`src/hdl/assert_macros.svh`:
```
// Assertion macros shared by the sieve RTL.
// Needs clk_i and rst_ni in the scope where a macro is used.
`ifndef ASSERT_MACROS_SVH
`define ASSERT_MACROS_SVH

// Same-cycle implication, checked on every rising clock edge outside reset.
`define PST_ASSERT_NOW(label, ante, cons, msg) \
  label: assert property (@(posedge clk_i) disable iff (!rst_ni) (ante) |-> (cons)) \
    else $error(msg);

// Next-cycle implication, checked on every rising clock edge outside reset.
`define PST_ASSERT_NEXT(label, ante, cons, msg) \
  label: assert property (@(posedge clk_i) disable iff (!rst_ni) (ante) |=> (cons)) \
    else $error(msg);

`endif

```
`src/hdl/pst_ram.sv`:
```
// Generic single-port synchronous RAM with a registered read port.
// No dependencies.
module pst_ram #(
  parameter int unsigned WIDTH = 1,
  parameter int unsigned DEPTH = 16
) (
  input  logic                     clk_i,
  input  logic                     re_i,
  input  logic                     we_i,
  input  logic [$clog2(DEPTH)-1:0] addr_i,
  input  logic [WIDTH-1:0]         wdata_i,
  output logic [WIDTH-1:0]         rdata_o
);

  logic [WIDTH-1:0] mem_q [DEPTH];
  logic [WIDTH-1:0] rdata_q;

  always_ff @(posedge clk_i) begin
    if (we_i) begin
      mem_q[addr_i] <= wdata_i;
    end else if (re_i) begin
      rdata_q <= mem_q[addr_i];
    end
  end

  assign rdata_o = rdata_q;

endmodule

```
`config.mk`:
```
export PLATFORM = sky130hd
export DESIGN_NAME = pst_ram
export DESIGN_NICKNAME = d
export VERILOG_FILES = /design/src/hdl/assert_macros.svh /design/src/hdl/pst_ram.sv
export SDC_FILE = /design/constraint.sdc
export NUM_CORES = 1
export LEC_CHECK = 0
export BUFFER_PORTS_ARGS = -buffer_cell sky130_fd_sc_hd__buf_2
export CAP_MARGIN = 5
export CORE_MARGIN = 3
export CORE_UTILIZATION = 58
export DETAILED_ROUTE_END_ITERATION = 8
export PLACE_DENSITY_LB_ADDON = 0.12
export SLEW_MARGIN = 40
export SYNTH_ARGS = -nofsm -noshare
export SYNTH_HDL_FRONTEND = slang
export SYNTH_SLANG_ARGS = --single-unit
```
`constraint.sdc`:
```
create_clock -name clk_i -period 3.1 [get_ports clk_i]
set_input_delay 0.31 -clock clk_i [delete_from_list [all_inputs] [get_ports clk_i]]
set_output_delay 0.31 -clock clk_i [all_outputs]
set_load 0.02 [all_outputs]
```
Word level (Yosys, flattened, before mapping)
Memory sizes are Yosys's and may differ from the RTL's. A register that Yosys moved wholly into a read port is not among the register bits. Index checks and enable logic that the tools add are counted.

Shift-type cells: 0. $add $sub $neg: 0. $lt $le $gt $ge: 0. Divide/modulo/power cells: 0. Multiplexer cells: 2. Equal/unequal tests: 0. Multiply operators: 0. Reductions and logical operators: 1. Bitwise logic cells: 1.

Operator list (number): two-way mux 1 bit (2); AND reduction 2 bit (1); NOT 1 bit (1).

Output and inout bits: 1. Flip-flop bits (word level): 0. Word-level logic and storage cells: 5. Bits of input ports: 8. Memories: 1. Bits in read-only memories: 0. Memory bits (writable): 16. Bits in latches: 0.

Memory list: mem_q (words 16, width 1, read ports 1, clocked after memory_dff 1, wr ports 1, RTL line pst_ram.sv:15) `logic [WIDTH-1:0] mem_q [DEPTH];`.

Depth between registers and ports, before layout
Gate-level depths: netlist (run 1).

Depth after elaboration: 2. Depth in mapped cells: 4. Gate-level depth less buffers: 3.

Least setup slack after synthesis (run 1)
Ideal clock, no wire load.

Kind: input-to-reg. From: input addr_i[0]. To: register rdata_q (netlist: rdata_o) (read register of mem_q) (data pin). Slack: 1.697 ns. Arrival time: 1.142 ns. Library setup time: 0.261 ns. Stages: 4. Data required time: 2.839 ns. Path buffers: 1. Cells stage by stage: buf_6 mux4_1 mux2i_1 mux2i_1.

RTL lines: start: declaration (RTL line pst_ram.sv:10) `input logic [$clog2(DEPTH)-1:0] addr_i,`; end: declaration (RTL line pst_ram.sv:16) `logic [WIDTH-1:0] rdata_q;`.

==> results of run 1 <==
==> power breakdown <==
group	internal (µW)	switching [µW]	total [µW]
registers	258	1.14	259
logic	14.2	19.5	33.7
clock network	49.8	61.4	111
total	322	82.1	404
==> final cells by class <==
class	count	area, µm²	share of cell area (%)
multi-input cells	31	253	29.8
repair buffers	8	40.0	4.73
well taps	14	17.5	2.07
flip-flops and latches	17	510	60.3
clock buffers	4	26.3	3.10
==> kinds of logic after synthesis <==
kind of cell	Yosys count	synth area share, %
buf+inv	2	2.09
simple gates	24	15.1
flops	17	65.5
mux	7	17.3
==> per-layer routing <==
layer  global-route usage [%]  vias up  wire, µm
li1                         -      212         -
met1                     18.9      209       510
met2                     28.1       23       637
met3                     4.24        4        69
met4                     8.07        0        27
met5                        0        -         0
==> sequential cells by signal (all words and copies together) (netlist names) <==
register,flops
mem_q,16
rdata_o,1
==> final timing paths <==
check                                        start                end  cells past startpoint
worst max-delay path            mem_q[9]$_DFFE_PP_  rdata_o$_DFFE_PP_                      3
worst min-delay path                          we_i  rdata_o$_DFFE_PP_                      2
worst max register to register  mem_q[9]$_DFFE_PP_  rdata_o$_DFFE_PP_                      3
worst min register to register  mem_q[1]$_DFFE_PP_  rdata_o$_DFFE_PP_                      3
==> critical path, cell delays in order (launching register included) <==
cell      delay (ps)
edfxtp_1         380
mux4_1           510
mux2i_1          160
mux2i_1           90
==> cells in the final DEF (no fill, tap or decap) <==
cell / n
buf_2: 8
or2b_1: 1
nand2b_1: 1
or3b_2: 1
nor3_1: 4
edfxtp_1: 17
nor2_1: 12
clkbuf_1: 1
nor2b_1: 1
nand3_1: 1
mux2i_1: 3
clkbuf_4: 3
nand2_1: 1
nand3b_1: 2
mux4_1: 4
==> stage by stage <==
step	hold slack [ps]	power (µW)	utilization, %	instances	instance area [µm²]
CTS	393	407	71.4	74	847
detailed placement	688	298	69.2	70	821
global placement	650	296	69.2	70	821
global route	393	426	71.4	74	847
finish	399	404	71.4	74	847
floorplan	409	286	-	50	779
==> impl_metrics.py, run 1 <==
metrics = {
    "synthesis": {
        "synth.net_count": 58,
        "netlist_area_um2": 779,
        "synth_common_cells": "edfxtp_1 (17), nor2_1 (12), mux4_1 (4), nor3_1 (4), mux2i_1 (3)",
        "async_flop_share_pct": 0,
        "synth_top_area_share_pct": 65.5,
        "synth-edff-count": 17,
        "ys.flop_type": "edfxtp_1",
        "synthCells": 50,
        "ys_types": 14,
        "yosysWarnings": 0,
        "avgSynthCellArea_um2": 15.6,
        "yosysTopAreaCell": "edfxtp_1",
        "ys_seq_area_share_pct": 65.5,
        "yosysMostFrequentCell": "edfxtp_1",
        "ys_seq_elements": 17,
        "ys_top_cells_by_area": "edfxtp_1 (65%), mux4_1 (13%), nor2_1 (5.8%), mux2i_1 (3.9%), nor3_1 (2.6%)",
    },
    "floorplan": {
        "start_util_pct": 65.7,
        "fp.dieH_um": 42.7,
        "ios": 9,
        "die_area_um2": 1820,
        "coreArea_um2": 1190,
        "die_x_um": 42.7,
        "rows": 12,
    },
    "clock_network": {
        "cts_setup_buffers": 0,
        "postCtsHoldBufs": 0,
        "cts_tree": "built",
        "path_clk_slew_ps": 90,
        "clk_latency_ps": 280,
        "cts_buffers": 3,
        "cts_buffer_depth": 2,
        "cts_num_sinks": 17,
        "cts_resized": 0,
        "cts_max_level": 1,
        "cts_root_buf": "clkbuf_4",
    },
    "sta": {
        "timing.final.hold_violations": 0,
        "fin_crit_ps": 1390,
        "period_share_pct": 44.7,
        "setup_tns_ps": 0,
        "rsz0062_at_grt": "no",
        "slew_headroom_pct": 83.1,
        "max_clock_freq_mhz": 722,
        "tightest_slew_ps": 252,
        "fin_skew_ps": 0.394,
        "finalSetupViolCount": 0,
        "layout_setup_ws_ps": 1710,
        "slew_viol_final": 0,
    },
    "detailed_routing": {
        "drt_iter0_markers": 9,
        "antenna_left": 0,
        "vias": 448,
        "firstDrtPassIters": 4,
        "routed_wl_um": 1250,
        "vias_per_cell": 6.05,
        "wl_per_cell_um": 16.8,
        "drc": 0,
    },
    "critical_path": {
        "crit_path_start_kind": "register",
        "arrival_ps": 1420,
        "critPathMaxFanout": 1,
        "critPathRequiredTime_ps": 3130,
        "path_class": "reg -> reg",
        "r2r_setup_slack_ps": 1710,
        "cp-end-kind": "register",
    },
    "global_routing": {
        "grt_start_max_net_pins": 17,
        "grt_pass1_vias": 478,
        "grt_overflow": 0,
        "grt_pass1_wl_um": 2160,
        "track_usage_pct": 16.5,
        "antenna_found_initial": 0,
    },
    "place": {
        "place_hpwl_um": 958,
        "place_ws_ps": 1490,
        "place_congestion": 0.728,
        "port_buffers": 8,
    },
    "power": {
        "ir_drop_v": 0.000359,
        "leakagePower_uw": 0.000295,
        "p_per_area_nw_per_um2": 477,
    },
    "layout": {
        "syn_to_final_growth_pct": 8.67,
        "fillCellCount": 79,
        "fin_nets": 69,
        "diodes": 0,
        "drive_above_1_share_pct": 20.0,
    },
    "worst_hold_path": {
        "min_path_type": "in -> reg",
    },
    "run_status": {
        "status": "finished clean",
    },
    "flow_run": {
        "timing.max_cap.violations": 0,
    },
}
Note: power is estimated with default switching activity, not from simulation.
==> run 2: changes to the inputs <==
CORE_UTILIZATION = 49   (was 58)
clock period = 1.22 ns   (was 3.1 ns; I/O delays follow)
==> run 2 against run 1 <==
The flow now finishes with violations (negative setup slack). Critical path depth is the same. Combinational power grew to 3.0 times the previous value. Clock skew increased by 10 ps. Hold slack got worse by 220 ps. Clock power rose to 2.7 times the previous value. First-iteration DRC count shrank 22%. Design area is 2.1% higher. Count of clock-buffer cells in the layout decreased by 1. Critical path type unchanged.
==> impl_metrics.py, run 2 (same netlist as run 1, synthesis figures left out) <==
metrics = {
    "run_status": {
        "status": "finished, violations left",
        "violations": "negative setup slack",
    },
    "sta": {
        "timing.final.hold_violations": 0,
        "slew_viol_final": 0,
        "rsz0062_at_grt": "yes",
        "max_clock_freq_mhz": 750,
        "fin_skew_ps": 10.5,
        "layout_setup_ws_ps": -114,
        "tightest_slew_ps": 244,
        "period_share_pct": 109,
        "fin_crit_ps": 1330,
        "finalSetupViolCount": 1,
        "slew_headroom_pct": 83.7,
    },
    "detailed_routing": {
        "antenna_left": 0,
        "vias": 462,
        "vias_per_cell": 5.85,
        "wl_per_cell_um": 16.8,
        "drc": 0,
        "drt_iter0_markers": 7,
        "firstDrtPassIters": 4,
        "routed_wl_um": 1330,
    },
    "global_routing": {
        "grt_pass1_vias": 488,
        "track_usage_pct": 15.3,
        "grt_pass1_wl_um": 2140,
        "antenna_found_initial": 0,
        "grt_overflow": 0,
        "grt_start_max_net_pins": 17,
    },
    "layout": {
        "syn_to_final_growth_pct": 10.9,
        "diodes": 0,
        "final_cell_mix": "edfxtp_1 (17), nor2_1 (12), buf_2 (8)",
        "fin_util_pct": 61.8,
        "largest_reg_flops": 16,
        "drive_above_1_share_pct": 32.8,
        "regMostFlops": "mem_q",
        "final_common_cell": "edfxtp_1",
        "fin_nets": 73,
        "finalNonFillerCells": 79,
        "fillCellCount": 110,
    },
    "floorplan": {
        "start_util_pct": 55.7,
        "coreArea_um2": 1400,
        "die_area_um2": 2110,
        "rows": 13,
        "fp.dieH_um": 45.9,
        "die_x_um": 45.9,
        "ios": 9,
    },
    "clock_network": {
        "path_clk_slew_ps": 100,
        "cts_max_level": 1,
        "cts_num_sinks": 17,
        "cts_buffer_depth": 2,
        "cts_root_buf": "clkbuf_4",
        "cts_setup_buffers": 0,
        "cts_tree": "built",
        "cts_buffers": 3,
        "cts_resized": 0,
        "clk_latency_ps": 290,
    },
    "power": {
        "power_frac_clock_pct": 28.0,
        "ir_drop_v": 0.000708,
        "p_sw_uw": 230,
        "p_seq_share_pct": 62.5,
        "comb_power_share_pct": 9.5,
        "p_per_area_nw_per_um2": 1220,
        "swShare_pct": 21.8,
        "leakagePower_uw": 0.000301,
        "p_int_uw": 823,
    },
    "critical_path": {
        "max_stage_delay_ps": 480,
        "arrival_ps": 1390,
        "path_class": "reg -> reg",
        "slowest_stage": "mux4_2",
        "reg2reg_depth": 3,
        "critPathRequiredTime_ps": 1270,
        "critPathMaxFanout": 1,
        "crit_chain": "mux4_2, mux2i_1, mux2i_1",
        "crit_path_start_kind": "register",
        "crit_top_cell": "mux2i_1",
        "cp-end-kind": "register",
    },
    "flow_run": {
        "timing.max_cap.violations": 0,
    },
    "place": {
        "place_congestion": 0.781,
        "place_hpwl_um": 975,
        "port_buffers": 8,
        "dpl.cell_count": 75,
        "place_ws_ps": -174,
    },
    "worst_hold_path": {
        "min_path_type": "in -> reg",
        "whs_path_depth": 2,
    },
}
-- run 2: area by class of cell --
| cell class | instances | area [µm²] | area share (%) |
|---|---|---|---|
| clock inverters | 1 | 5.00 | 0.579 |
| multi-input cells | 31 | 238 | 27.5 |
| flip-flops and latches | 17 | 510 | 59.0 |
| clock buffers | 3 | 22.5 | 2.60 |
| repair buffers | 12 | 70.1 | 8.10 |
| well taps | 15 | 18.8 | 2.17 |
-- run 2: repair_timing --
| item | in CTS | in global routing |
|---|---|---|
| endpoints found under the hold margin | 0 | 0 |
| endpoints found under the setup margin | 1 | 1 |
| hold buffers | 0 | 0 |
| gates cloned | 0 | 0 |
-- run 2: worst paths after layout --
path                            slack, ps                start                 to
worst max-delay path                 -110  mem_q[15]$_DFFE_PP_  rdata_o$_DFFE_PP_
worst min-delay path                  180                 re_i  rdata_o$_DFFE_PP_
worst max register to register       -110  mem_q[15]$_DFFE_PP_  rdata_o$_DFFE_PP_
worst min register to register        860   mem_q[7]$_DFFE_PP_  rdata_o$_DFFE_PP_
-- run 2: routing by layer --
metal	up-vias	GRT usage, %	wire length (µm)
met4	0	8.52	26
met5	-	0	0
li1	218	-	-
met2	17	23.4	604
met3	4	3.56	97
met1	223	19.8	597
-- run 2: power groups by stage --
stage | sequential, µW | combinational, µW | clock (µW)
6_report | 658 | 99.7 | 295
4_1_cts | 659 | 100 | 297
2_1_floorplan | 673 | 55.3 | 0
3_3_place_gp | 671 | 94.0 | 0
3_5_place_dp | 672 | 99.6 | 0
5_1_grt | 660 | 109 | 332
-- run 2: worst max-delay path: cells and delay by family, from the launching register on --
kind | cells | cell delay [ps]
flops | 1 | 360
mux | 3 | 750
-- run 2: through the flow --
stage | hold slack, ps | cell area (µm²) | total power [µW] | TNS (ps)
6_report | 177 | 865 | 1050 | -114
5_1_grt | 192 | 865 | 1100 | -187
4_1_cts | 183 | 865 | 1060 | -126
3_5_place_dp | 483 | 837 | 772 | -200
3_3_place_gp | 470 | 837 | 765 | -152
2_1_floorplan | 221 | 764 | 728 | -23.3
