`src/hdl/assert_macros.svh`:
```
// Assertion macros shared by the sieve RTL.
// Needs clk_i and rst_ni in the scope where a macro is used.
`ifndef ASSERT_MACROS_SVH
`define ASSERT_MACROS_SVH

// Same-cycle implication, checked on every rising clock edge outside reset.
`define PST_ASSERT_NOW(label, ante, cons, msg) \
  label: assert property (@(posedge clk_i) disable iff (!rst_ni) (ante) |-> (cons)) \
    else $error(msg);

// Next-cycle implication, checked on every rising clock edge outside reset.
`define PST_ASSERT_NEXT(label, ante, cons, msg) \
  label: assert property (@(posedge clk_i) disable iff (!rst_ni) (ante) |=> (cons)) \
    else $error(msg);

`endif

```
`src/hdl/pst_pkg.sv`:
```
// Package for the prime sieve table: sizes, codes and the structs
// passed between the build sequencer and the top level. No dependencies.
package pst_pkg;

  localparam int unsigned SIEVE_SIZE = 1048576;
  localparam int unsigned FIELD_W    = 20;
  localparam int unsigned ADDR_W     = $clog2(SIEVE_SIZE);
  localparam int unsigned CMP_W      = (ADDR_W > FIELD_W) ? ADDR_W : FIELD_W;
  localparam int unsigned CNT_W      = CMP_W + 1;

  localparam logic [CMP_W-1:0] MAX_NUM     = CMP_W'(SIEVE_SIZE - 1);
  localparam int unsigned      FIRST_PRIME = 2;

  typedef enum logic {
    OP_BUILD = 1'b0,
    OP_QUERY = 1'b1
  } op_e;

  typedef enum logic [1:0] {
    ST_ANSWERED = 2'd0,
    ST_BUILT    = 2'd1,
    ST_BEYOND   = 2'd2,
    ST_UNBUILT  = 2'd3
  } status_e;

  typedef struct packed {
    logic              re;
    logic              we;
    logic [ADDR_W-1:0] addr;
    logic              wdata;
  } pst_mem_req_t;

  typedef struct packed {
    logic busy;
    logic done;
  } pst_bld_stat_t;

endpackage

```
`src/hdl/pst_build_seq.sv`:
```
// Build sequencer: fills the primality store, then crosses off multiples.
// Depends on pst_pkg; drives the store through a pst_mem_req_t.
module pst_build_seq
  import pst_pkg::*;
(
  input  logic             clk_i,
  input  logic             rst_ni,
  input  logic             start_i,
  input  logic [CMP_W-1:0] limit_i,
  input  logic             rd_bit_i,
  input  logic             ack_i,
  output pst_bld_stat_t    stat_o,
  output pst_mem_req_t     req_o,
  output logic [CMP_W-1:0] limit_o
);

  typedef enum logic [5:0] {
    S_IDLE  = 6'b000001,
    S_FILL  = 6'b000010,
    S_SCAN  = 6'b000100,
    S_CHECK = 6'b001000,
    S_CROSS = 6'b010000,
    S_DONE  = 6'b100000
  } state_e;

  state_e           state_q, state_d;
  logic [CMP_W-1:0] lim_q, lim_d;
  logic [CNT_W-1:0] j_q, j_d;
  logic [CNT_W-1:0] i_q, i_d;
  logic [CNT_W-1:0] sq_q, sq_d;
  logic [CNT_W-1:0] lim_ext;
  logic [CNT_W-1:0] sq_next;

  assign lim_ext = CNT_W'(lim_q);
  // (i+1)^2 = i^2 + 2i + 1
  assign sq_next = sq_q + {i_q[CNT_W-2:0], 1'b0} + CNT_W'(1);

  always_comb begin
    state_d    = state_q;
    lim_d      = lim_q;
    j_d        = j_q;
    i_d        = i_q;
    sq_d       = sq_q;
    req_o      = '0;
    req_o.addr = j_q[ADDR_W-1:0];
    case (state_q)
      S_IDLE: begin
        if (start_i) begin
          lim_d   = limit_i;
          j_d     = '0;
          state_d = S_FILL;
        end
      end
      S_FILL: begin
        // Entries 0 and 1 are always written, even for a limit below one.
        req_o.we    = 1'b1;
        req_o.wdata = (j_q >= CNT_W'(FIRST_PRIME));
        if ((j_q >= lim_ext) && (j_q >= CNT_W'(1))) begin
          i_d     = CNT_W'(FIRST_PRIME);
          sq_d    = CNT_W'(FIRST_PRIME * FIRST_PRIME);
          state_d = S_SCAN;
        end else begin
          j_d = j_q + CNT_W'(1);
        end
      end
      S_SCAN: begin
        req_o.addr = i_q[ADDR_W-1:0];
        if (sq_q > lim_ext) begin
          state_d = S_DONE;
        end else begin
          req_o.re = 1'b1;
          state_d  = S_CHECK;
        end
      end
      S_CHECK: begin
        if (rd_bit_i) begin
          j_d     = sq_q;
          state_d = S_CROSS;
        end else begin
          i_d     = i_q + CNT_W'(1);
          sq_d    = sq_next;
          state_d = S_SCAN;
        end
      end
      S_CROSS: begin
        if (j_q <= lim_ext) begin
          req_o.we    = 1'b1;
          req_o.wdata = 1'b0;
          j_d         = j_q + i_q;
        end else begin
          i_d     = i_q + CNT_W'(1);
          sq_d    = sq_next;
          state_d = S_SCAN;
        end
      end
      S_DONE: begin
        if (ack_i) begin
          state_d = S_IDLE;
        end
      end
      default: begin
        state_d = S_IDLE;
      end
    endcase
  end

  always_ff @(posedge clk_i or negedge rst_ni) begin
    if (!rst_ni) begin
      state_q <= S_IDLE;
    end else begin
      state_q <= state_d;
    end
  end

  always_ff @(posedge clk_i) begin
    lim_q <= lim_d;
    j_q   <= j_d;
    i_q   <= i_d;
    sq_q  <= sq_d;
  end

  assign stat_o.busy = (state_q != S_IDLE);
  assign stat_o.done = (state_q == S_DONE);
  assign limit_o     = lim_q;

endmodule

```
`config.mk`:
```
export PLATFORM = sky130hd
export DESIGN_NAME = pst_build_seq
export DESIGN_NICKNAME = d
export VERILOG_FILES = /design/src/hdl/assert_macros.svh /design/src/hdl/pst_pkg.sv /design/src/hdl/pst_build_seq.sv
export SDC_FILE = /design/constraint.sdc
export NUM_CORES = 1
export LEC_CHECK = 0
export ABC_CLOCK_PERIOD_IN_PS = 5400
export BUFFER_PORTS_ARGS = -buffer_cell sky130_fd_sc_hd__buf_2
export CAP_MARGIN = 20
export CORE_MARGIN = 4
export CORE_UTILIZATION = 55
export CTS_CLUSTER_SIZE = 16
export DETAILED_ROUTE_END_ITERATION = 10
export PLACE_DENSITY = 0.88
export SETUP_SLACK_MARGIN = 0.15
export SYNTH_ARGS = -nofsm -noshare
export SYNTH_HDL_FRONTEND = slang
export SYNTH_SLANG_ARGS = --single-unit
```
`constraint.sdc`:
```
create_clock -name clk_i -period 5.4 [get_ports clk_i]
set_input_delay 0.54 -clock clk_i [delete_from_list [all_inputs] [get_ports clk_i]]
set_output_delay 0.54 -clock clk_i [all_outputs]
set_load 0.1 [all_outputs]
```
==> Word-level counts from Yosys, hierarchy flattened <==
Index checks and enable logic that the tools add are counted.
W data, S select, Z words.
{ "op_classes": {"n_eq_ne": 15, "n_mux": 26, "multipliers": 0, "bitwise_logic": 0, "n_addsub": 5, "n_shift": 0, "n_div": 0, "reduce_logical": 7, "n_lt_le_gt_ge": 5} }
{ "ops": {"columns": ["operator", "count"], "rows": [
  ["$mux W21", 10],
  ["$pmux W21 S3", 2],
  ["$pmux W21 S4", 1],
  ["$add A21 B1 Y21 const B", 3],
  ["$add A21 B21 Y21", 2],
  ["$pmux W6 S6", 1],
  ["$mux W6", 5],
  ["$ge A21 B1 Y1 const B", 1],
  ["$ge A21 B2 Y1 const B", 1],
  ["$ge A21 B20 Y1", 1],
  ["$gt A21 B20 Y1", 1],
  ["$le A21 B20 Y1", 1],
  ["$mux W20", 1],
  ["$ne A2 B2 Y1 const B", 8],
  ["$reduce_and A4 Y1", 2],
  ["$eq A6 B1 Y1 const B", 1],
  ["$eq A6 B2 Y1 const B", 1],
  ["$eq A6 B3 Y1 const B", 1],
  ["$eq A6 B4 Y1 const B", 1],
  ["$eq A6 B5 Y1 const B", 1],
  ["$eq A6 B6 Y1 const B", 1],
  ["$ne A6 B1 Y1 const B", 1],
  ["$mux W5", 1],
  ["$reduce_and A5 Y1", 1],
  ["6 further kinds", 9]
]} }
{ "word_totals": {"ramBits": 0, "n_memories": 0, "romBits": 0, "elab_cells": 63, "latchBits": 0, "output_inout_bits": 45, "reg_bits": 89, "inputBits": 25} }

==> Longest topological paths before layout <==
Gate-level depths: netlist (run 1).
{ "logic_depth": {"word_depth": 4, "ltp_mapped": 15, "mapped_depth_nobuf": 14} }

==> Worst setup path after synthesis (run 1) <==
Ideal clock, no wire load.
{ "synth_timing": {"path_kind": "register -> register", "start": "register lim_q[8], in the netlist limit_o[8]", "end": "register i_q[0], enable pin", "t_arrival_ns": 5.658, "synth_period_minus_slack_ns": 6.163, "path_stages_with_launch": 10, "setup_time_ns": 0.505, "slack_ns": -0.763, "required_ns": 4.895, "path_buffers": 0, "path_cell_list": "edfxtp_1 > inv_1 > ha_1 > and4_1 > nand2_1 > or2_2 > nor4_1 > inv_1 > a21o_1 > a211oi_1"} }
{ "synth_via": {"elab_chain_len": 4, "word_cells_on_any_way": 6, "classes_between": "2 x order compare; 2 x eq/ne; 2 x reduce/logical"} }
{ "synth_lines": {"columns": ["element", "line", "rtl"], "rows": [
  ["from (decl)", "pst_build_seq.sv:27", "logic [CMP_W-1:0] lim_q, lim_d;"],
  ["from (signal assigned)", "pst_build_seq.sv:116", "lim_q <= lim_d;"],
  ["$ge A21 B20 Y1", "pst_build_seq.sv:58", "if ((j_q >= lim_ext) && (j_q >= CNT_W'(1))) begin"],
  ["$logic_and A1 B1 Y1", "pst_build_seq.sv:58", null],
  ["$ne A2 B2 Y1 (no line)", null, null],
  ["$reduce_and A4 Y1 (no line) (*)", null, null],
  ["to (signal assigned)", "pst_build_seq.sv:118", "i_q <= i_d;"],
  ["to (decl)", "pst_build_seq.sv:29", "logic [CNT_W-1:0] i_q, i_d;"]
]} }
Mark *: on every way between the ends. The rest lies on a longest branch, timed or not.
A chain may end at the register's enable or synchronous reset.

==> Final worst setup path (run 1) <==
{ "layout_timing": {"start": "register state_q[1]", "end": "register j_q[20] (data pin)"} }
{ "layout_via": {"elab_chain_len": 2, "word_cells_on_any_way": 5, "classes_between": "4 x eq/ne; 1 x mux"} }
{ "layout_lines": {"columns": ["element", "line", "rtl"], "rows": [
  ["from (decl)", "pst_build_seq.sv:26", "state_e state_q, state_d;"],
  ["from (signal assigned)", "pst_build_seq.sv:111", "state_q <= state_d;"],
  ["$eq A6 B5 Y1, or another cell as far along", "pst_build_seq.sv:46", "case (state_q)"],
  ["$pmux W21 S4 (*)", "pst_build_seq.sv:46", null],
  ["net j_d[20]", "pst_build_seq.sv:28", "logic [CNT_W-1:0] j_q, j_d;"],
  ["to (signal assigned)", "pst_build_seq.sv:117", "j_q <= j_d;"],
  ["to (decl)", "pst_build_seq.sv:28", null]
]} }
The timed path passes the listed nets; every way through them passes the cells marked *.

==> results of run 1 <==
[cell usage after synthesis, types with 9 or more instances]
master | count | area (um2)
xnor2_1 | 17 | 148.9
nand3_1 | 23 | 115.1
ha_1 | 80 | 1001
edfxtp_1 | 83 | 2492
nand2_1 | 68 | 255.2
nor2b_1 | 9 | 56.30
nor3_1 | 14 | 70.07
inv_1 | 51 | 191.4
nor4_1 | 13 | 81.33
o21ai_0 | 37 | 185.2
and2_1 | 19 | 118.9
xor2_1 | 19 | 166.4
a21o_1 | 24 | 180.2
clkbuf_1 | 12 | 45.04
nor2_1 | 66 | 247.7
o21a_1 | 14 | 105.1
a21oi_1 | 35 | 175.2
mux2_2 | 12 | 135.1
[stage by stage]
| stage | area, um2 | cells | utilization |
|---|---|---|---|
| 2_1_floorplan | 6937 | 726 | - |
| 3_3_place_gp | 7481 | 952 | 0.6151 |
| 3_5_place_dp | 7481 | 952 | 0.6151 |
| 4_1_cts | 7818 | 969 | 0.6428 |
| 5_1_grt | 7818 | 969 | 0.6428 |
| 6_report | 7818 | 969 | 0.6428 |
[layout by cell type, fill, tap and decap left out, types with 19 or more instances in the layout]
cell type and count:
a21o_1 24, a21oi_1 34, and2_1 19, buf_2 69, edfxtp_1 83, ha_1 80
inv_1 51, nand2_1 68, nand3_1 23, nor2_1 64, o21ai_0 37, xor2_1 19
[metal layers]
layer,global-route usage,up-vias,wire [um]
met5,0,-,0
met4,0.1169,0,834
met3,0.04116,84,2176
met2,0.4194,429,8702
met1,0.3484,2864,7358
li1,-,2812,-
[cells by family after synthesis]
logic type	share of synthesized area
fa+ha+maj	0.1502
flops	0.3814
xor+xnor	0.04549
buf+inv	0.03592
mux	0.02238
simple gates	0.1903
compound gates	0.1744
[area by class of cell]
class	count	area [um2]
fillers	905	4344
multi-input cells	571	4060
flip-flops and latches	89	2644
repair buffers	74	385.4
clock buffers	12	289.0
well taps	168	210.2
inverters	51	191.4
clock inverters	4	37.54
[what timing repair did]
action	4_1_cts	5_1_grt
endpoints found under the hold margin	5	0
buffers inserted	0	0
hold buffers	1	0
[power by group through the flow]
| stage | Clock [W] | Sequential (W) | Combinational, W |
|---|---|---|---|
| final | 0.000678 | 0.00127 | 0.00243 |
| after global routing | 0.000706 | 0.00128 | 0.00258 |
| after CTS | 0.000677 | 0.00126 | 0.00241 |
| after detailed placement | 0 | 0.00127 | 0.00239 |
| after global placement | 0 | 0.00126 | 0.00233 |
| after floorplan | 0 | 0.00140 | 0.00172 |
[state kept, by name, indices dropped and copies added, names as in the netlist]
| register | count |
|---|---|
| state_q | 6 |
| sq_q | 21 |
| limit_o | 20 |
| i_q | 21 |
| j_q | 21 |
[worst max-delay path by stage]
stage / cells past startpoint / to / slack (ns)
2_1_floorplan: 9 / i_q[0] / 0.68
3_3_place_gp: 12 / j_q[12] / 1.62
3_5_place_dp: 14 / j_q[20] / 1.35
4_1_cts: 14 / j_q[20] / 1.30
5_1_grt: 14 / j_q[20] / 0.91
6_report: 14 / j_q[20] / 1.24
[worst max-delay path: cells and delay by family, from the launching register on]
family | cells | cell delay, ns
adder cells (fa/ha/maj) | 2 | 0.42
flip-flops | 1 | 0.43
XOR/XNOR | 1 | 0.19
buffers and inverters | 1 | 0.07
AND/OR/NAND/NOR | 5 | 1.71
AO/OA/AOI/OAI | 4 | 0.96
multiplexers | 1 | 0.22
==> metrics, run 1 <==
vias in the first global route=5972; Yosys warnings=0; area grow syn2layout=12.78%; Final Hold Viols=0; max-cap violation count=0; Yosys reg bits=89; Switch Pwr=0.002351 W; Synth async-reset ratio=0.06742; hold_sp=limit_i[1]; Die ar.=14460 um2; Port Buf Inserts=69; Worst-Margin Slew=1.077 ns; via density per instance=6.387; Hold Path Depth=1; Critical R2R Launch=state_q[1]; total gr overflow=0; EDFF count, synth=83; Clk network pwr share=0.155; final setup fails=0; die height=120.3 um; cell chain of the critical path=nor4_1, and3b_1, nand2_1, ha_1, inv_1, fa_1, nand2b_1, a21oi_1, o2111ai_1, nand2_1, o41ai_2, o21ai_1, xnor2_1, mux2i_1; Cell Area, Synth=6932 um2; total CTS buffers=9; TritonCTS clock tree=yes; Nets=903; fin. max-slew vios=0; antenna cells=0; critical path startpoint category=register; type of the worst setup path=reg2reg; first-pass GRT wire length=30080 um; CP max stage delay=0.78 ns; overall routed net length=19070 um; Final Critical Period=4.162 ns; antenna violations before repair=0; Setup TNS Final=0 ns; CP max stage cell=and3b_1; Post-Syn Area per Cell=9.548 um2; reg-to-reg slack, setup=1.24 ns; internal power=0.002032 W; Critical Path Start=state_q[1]; DR iter-0 viols=739; RSZ-0062 raised after global routing=no; Hold WC Path Type=in2reg; GRT Total Usage=0.2607; Switching Fraction=0.5364; combinational power share=0.555; Critical Path RT=5.59 ns; Rel. slew slack=0.2815; Ports=70; share of cells above drive strength 1=0.1573; Min-Delay Endpoint=limit_o[1]; CP max FO=23; DRC=0; post-CTS sizing=0; vias=6189; Yosys cell types=70; R2R cell count=14; CTS max path bufs=2; Post-DP HPWL=14140 um; Sequential Power Share=0.290; Synth Flop Type=edfxtp_1; status=completed; CP Capture Type=register; Root Driver=clkbuf_16; Post-Synthesis Net Count=833; GPL Wtd Cong=0.9704; Cell Rows=40; core area=12160 um2; Max Clock Freq=0.2403 GHz; H-tree levels=3; clk_lat worst skew=0.35 ns; Fin Clk Skew=0.01026 ns; register area share after synthesis=0.3814; Reg clk slew, reported paths=0.07 ns; post-route setup slack=1.238 ns; worst vdd rail ir drop=346.2 uV; PwrDens=560.7 nW/um2; final worst-path cycle share=0.7707; clk sinks=89; Pleak=3.403 nW; Final Power=0.004384 W; Place WS=1.351 ns; DR pass1 iterations=5; DRT antenna net count=0; crit path DAT=4.35 ns; Die Wd=120.3 um; Initial Utilization=0.5700; Gate Count Post-Synth=726; final hold slack=0.3605 ns; largest net degree at the start of global routing=43; post-DR wirelength/cell=19.68 um; CP dominant cell by count=nand2_1; R2R Path End=j_q[20]
No activity file was read; power rests on OpenSTA's default activity.
==> run 2: changes to the inputs <==
- ABC_CLOCK_PERIOD_IN_PS: 5400 -> 4100
- PLACE_DENSITY: 0.88 -> 0.85
- clock period: 5.4 -> 4.1 ns (I/O delays scaled with it)
==> run 2 against run 1 <==
  * Register-to-register slack worse by 0.78 ns
  * Die area stayed put
  * Count of clock-buffer cells in the layout is 2 higher
  * Sequential power is 31% higher
==> metrics, run 2 (synthesis results as in run 1) <==
PwrDens=727.1 nW/um2; first-pass GRT wire length=29460 um; status=completed; post-route setup slack=0.4541 ns; Nets=908; CP max stage delay=0.46 ns; final setup fails=0; total gr overflow=0; cell chain of the critical path=nor4_2, and3b_4, nand2_1, ha_1, inv_1, fa_1, nand2b_1, a21oi_1, o2111ai_1, nand2_1, o41ai_2, o21ai_1, xnor2_1, mux2i_1; DRC=0; via density per instance=6.289; critical path's top delay family=simple AND/OR/NAND/NOR gates; Cell Rows=40; die height=120.3 um; Die Wd=120.3 um; largest net degree at the start of global routing=43; RSZ-0062 raised after global routing=no; worst path bufs/invs=1; H-tree levels=3; core area=12160 um2; largest registers=i_q (21), j_q (21), sq_q (21); total CTS buffers=9; dpl cell area=7538 um2; Root Driver=clkbuf_16; Rel. slew slack=0.3057; overall routed net length=18700 um; area grow syn2layout=13.70%; clk sinks=89; Max Clock Freq=0.2743 GHz; most frequent cells in the layout=edfxtp_1 (83), ha_1 (80), buf_2 (69); critical path startpoint category=register; Final Power=0.005731 W; CP max stage cell=o41ai_2; DR iter-0 viols=705; Pleak=3.428 nW; DRT antenna net count=0; GPL Wtd Cong=0.9835; Ports=70; share of cells above drive strength 1=0.1650; setup bufs post-CTS=0; Post-DP HPWL=13840 um; GRT Total Usage=0.2545; worst vdd rail ir drop=472.5 uV; Die ar.=14460 um2; Fin Clk Skew=0.007871 ns; fin cells=974; final worst-path cycle share=0.8892; Worst-Margin Slew=1.038 ns; CTS max path bufs=2; DR pass1 iterations=6; type of the worst setup path=reg2reg; Final Hold Viols=0; CP dominant cell by count=nand2_1; Final Critical Period=3.646 ns; antenna cells=0; CP Capture Type=register; number of fillers in the final layout=964; Hold WC Path Type=in2reg; CP max FO=23; final design area excluding fillers=7881 um2; placed instance count=957; max-cap violation count=0; vias=6125; TritonCTS clock tree=yes; vias in the first global route=5924; Port Buf Inserts=69; Reg clk slew, reported paths=0.06 ns; Critical Path RT=4.28 ns; Place WS=0.1521 ns; Initial Utilization=0.5700; crit path DAT=3.83 ns; clk_lat worst skew=0.34 ns; antenna violations before repair=0; commonest non-fill, non-tap cell in the layout=edfxtp_1; Setup TNS Final=0 ns; fin. max-slew vios=0; post-DR wirelength/cell=19.20 um
==> run 2: cell types whose count changed in the layout (fill, tap and decap cells not counted), sizes merged <==
| cell | before | now |
|---|---|---|
| buf | 73 | 78 |
| inv | 54 | 51 |
| clkbuf | 12 | 14 |
| clkinvlp | 0 | 2 |
| clkinv | 1 | 0 |
==> run 2: area by class of cell <==
type,count,area (um2),share of cell area
clock inverters,2,15.01,0.001905
clock buffers,14,307.8,0.03905
inverters,51,191.4,0.02429
flip-flops and latches,89,2644,0.3355
well taps,168,210.2,0.02667
repair buffers,79,422.9,0.05366
multi-input cells,571,4090,0.5190
==> run 2: stage by stage <==
stage | util | hold slack (ns)
2_1_floorplan | - | 0.1144
3_5_place_dp | 0.6199 | 0.2386
6_report | 0.6480 | 0.2423
4_1_cts | 0.6473 | 0.2368
5_1_grt | 0.6480 | 0.2326
3_3_place_gp | 0.6199 | 0.2380
==> run 2: worst reg2reg max path: stages (launching register included) <==
cell and delay [ns]:
dfrtp_1 0.42, nor4_2 0.36, and3b_4 0.43, nand2_1 0.11, ha_1 0.22, inv_1 0.08
fa_1 0.18, nand2b_1 0.15, a21oi_1 0.13, o2111ai_1 0.20, nand2_1 0.13, o41ai_2 0.46
o21ai_1 0.16, xnor2_1 0.24, mux2i_1 0.23
==> run 2: timing repair <==
| action | CTS | global route |
|---|---|---|
| hold buffers | 1 | 0 |
| resized for setup | 1 | 2 |
| endpoints found under the setup margin | 2 | 3 |
| hold endpoints to repair | 5 | 0 |
| gates cloned | 0 | 0 |
| pin swaps | 0 | 0 |
==> run 2: final timing paths <==
path	from	end	slack, ns	depth (start not counted)
max	state_q[1]	j_q[20]	0.45	14
min in group asynchronous	rst_ni	state_q[5]	0.43	2
min reg2reg	sq_q[0]	sq_q[0]	0.62	1
max in group asynchronous	rst_ni	state_q[0]	3.45	2
min	limit_i[7]	limit_o[7]	0.24	1
max reg2reg	state_q[1]	j_q[20]	0.45	14
==> run 2: report_power, final <==
part	internal (W)	total [W]	switching (W)	leakage, nW
clock network	0.000523	0.000876	0.000353	0.151
registers	0.00134	0.00167	0.000333	0.863
logic	0.000829	0.00318	0.00235	2.41
==> run 2: routing by layer <==
layer	global-route usage	vias up	part of all wire	routed length [um]
met1	0.3399	2883	0.41	7620
met2	0.4197	349	0.46	8639
met3	0.04210	64	0.098	1834
met5	0	-	0	0
li1	-	2829	-	-
met4	0.09065	0	0.032	601
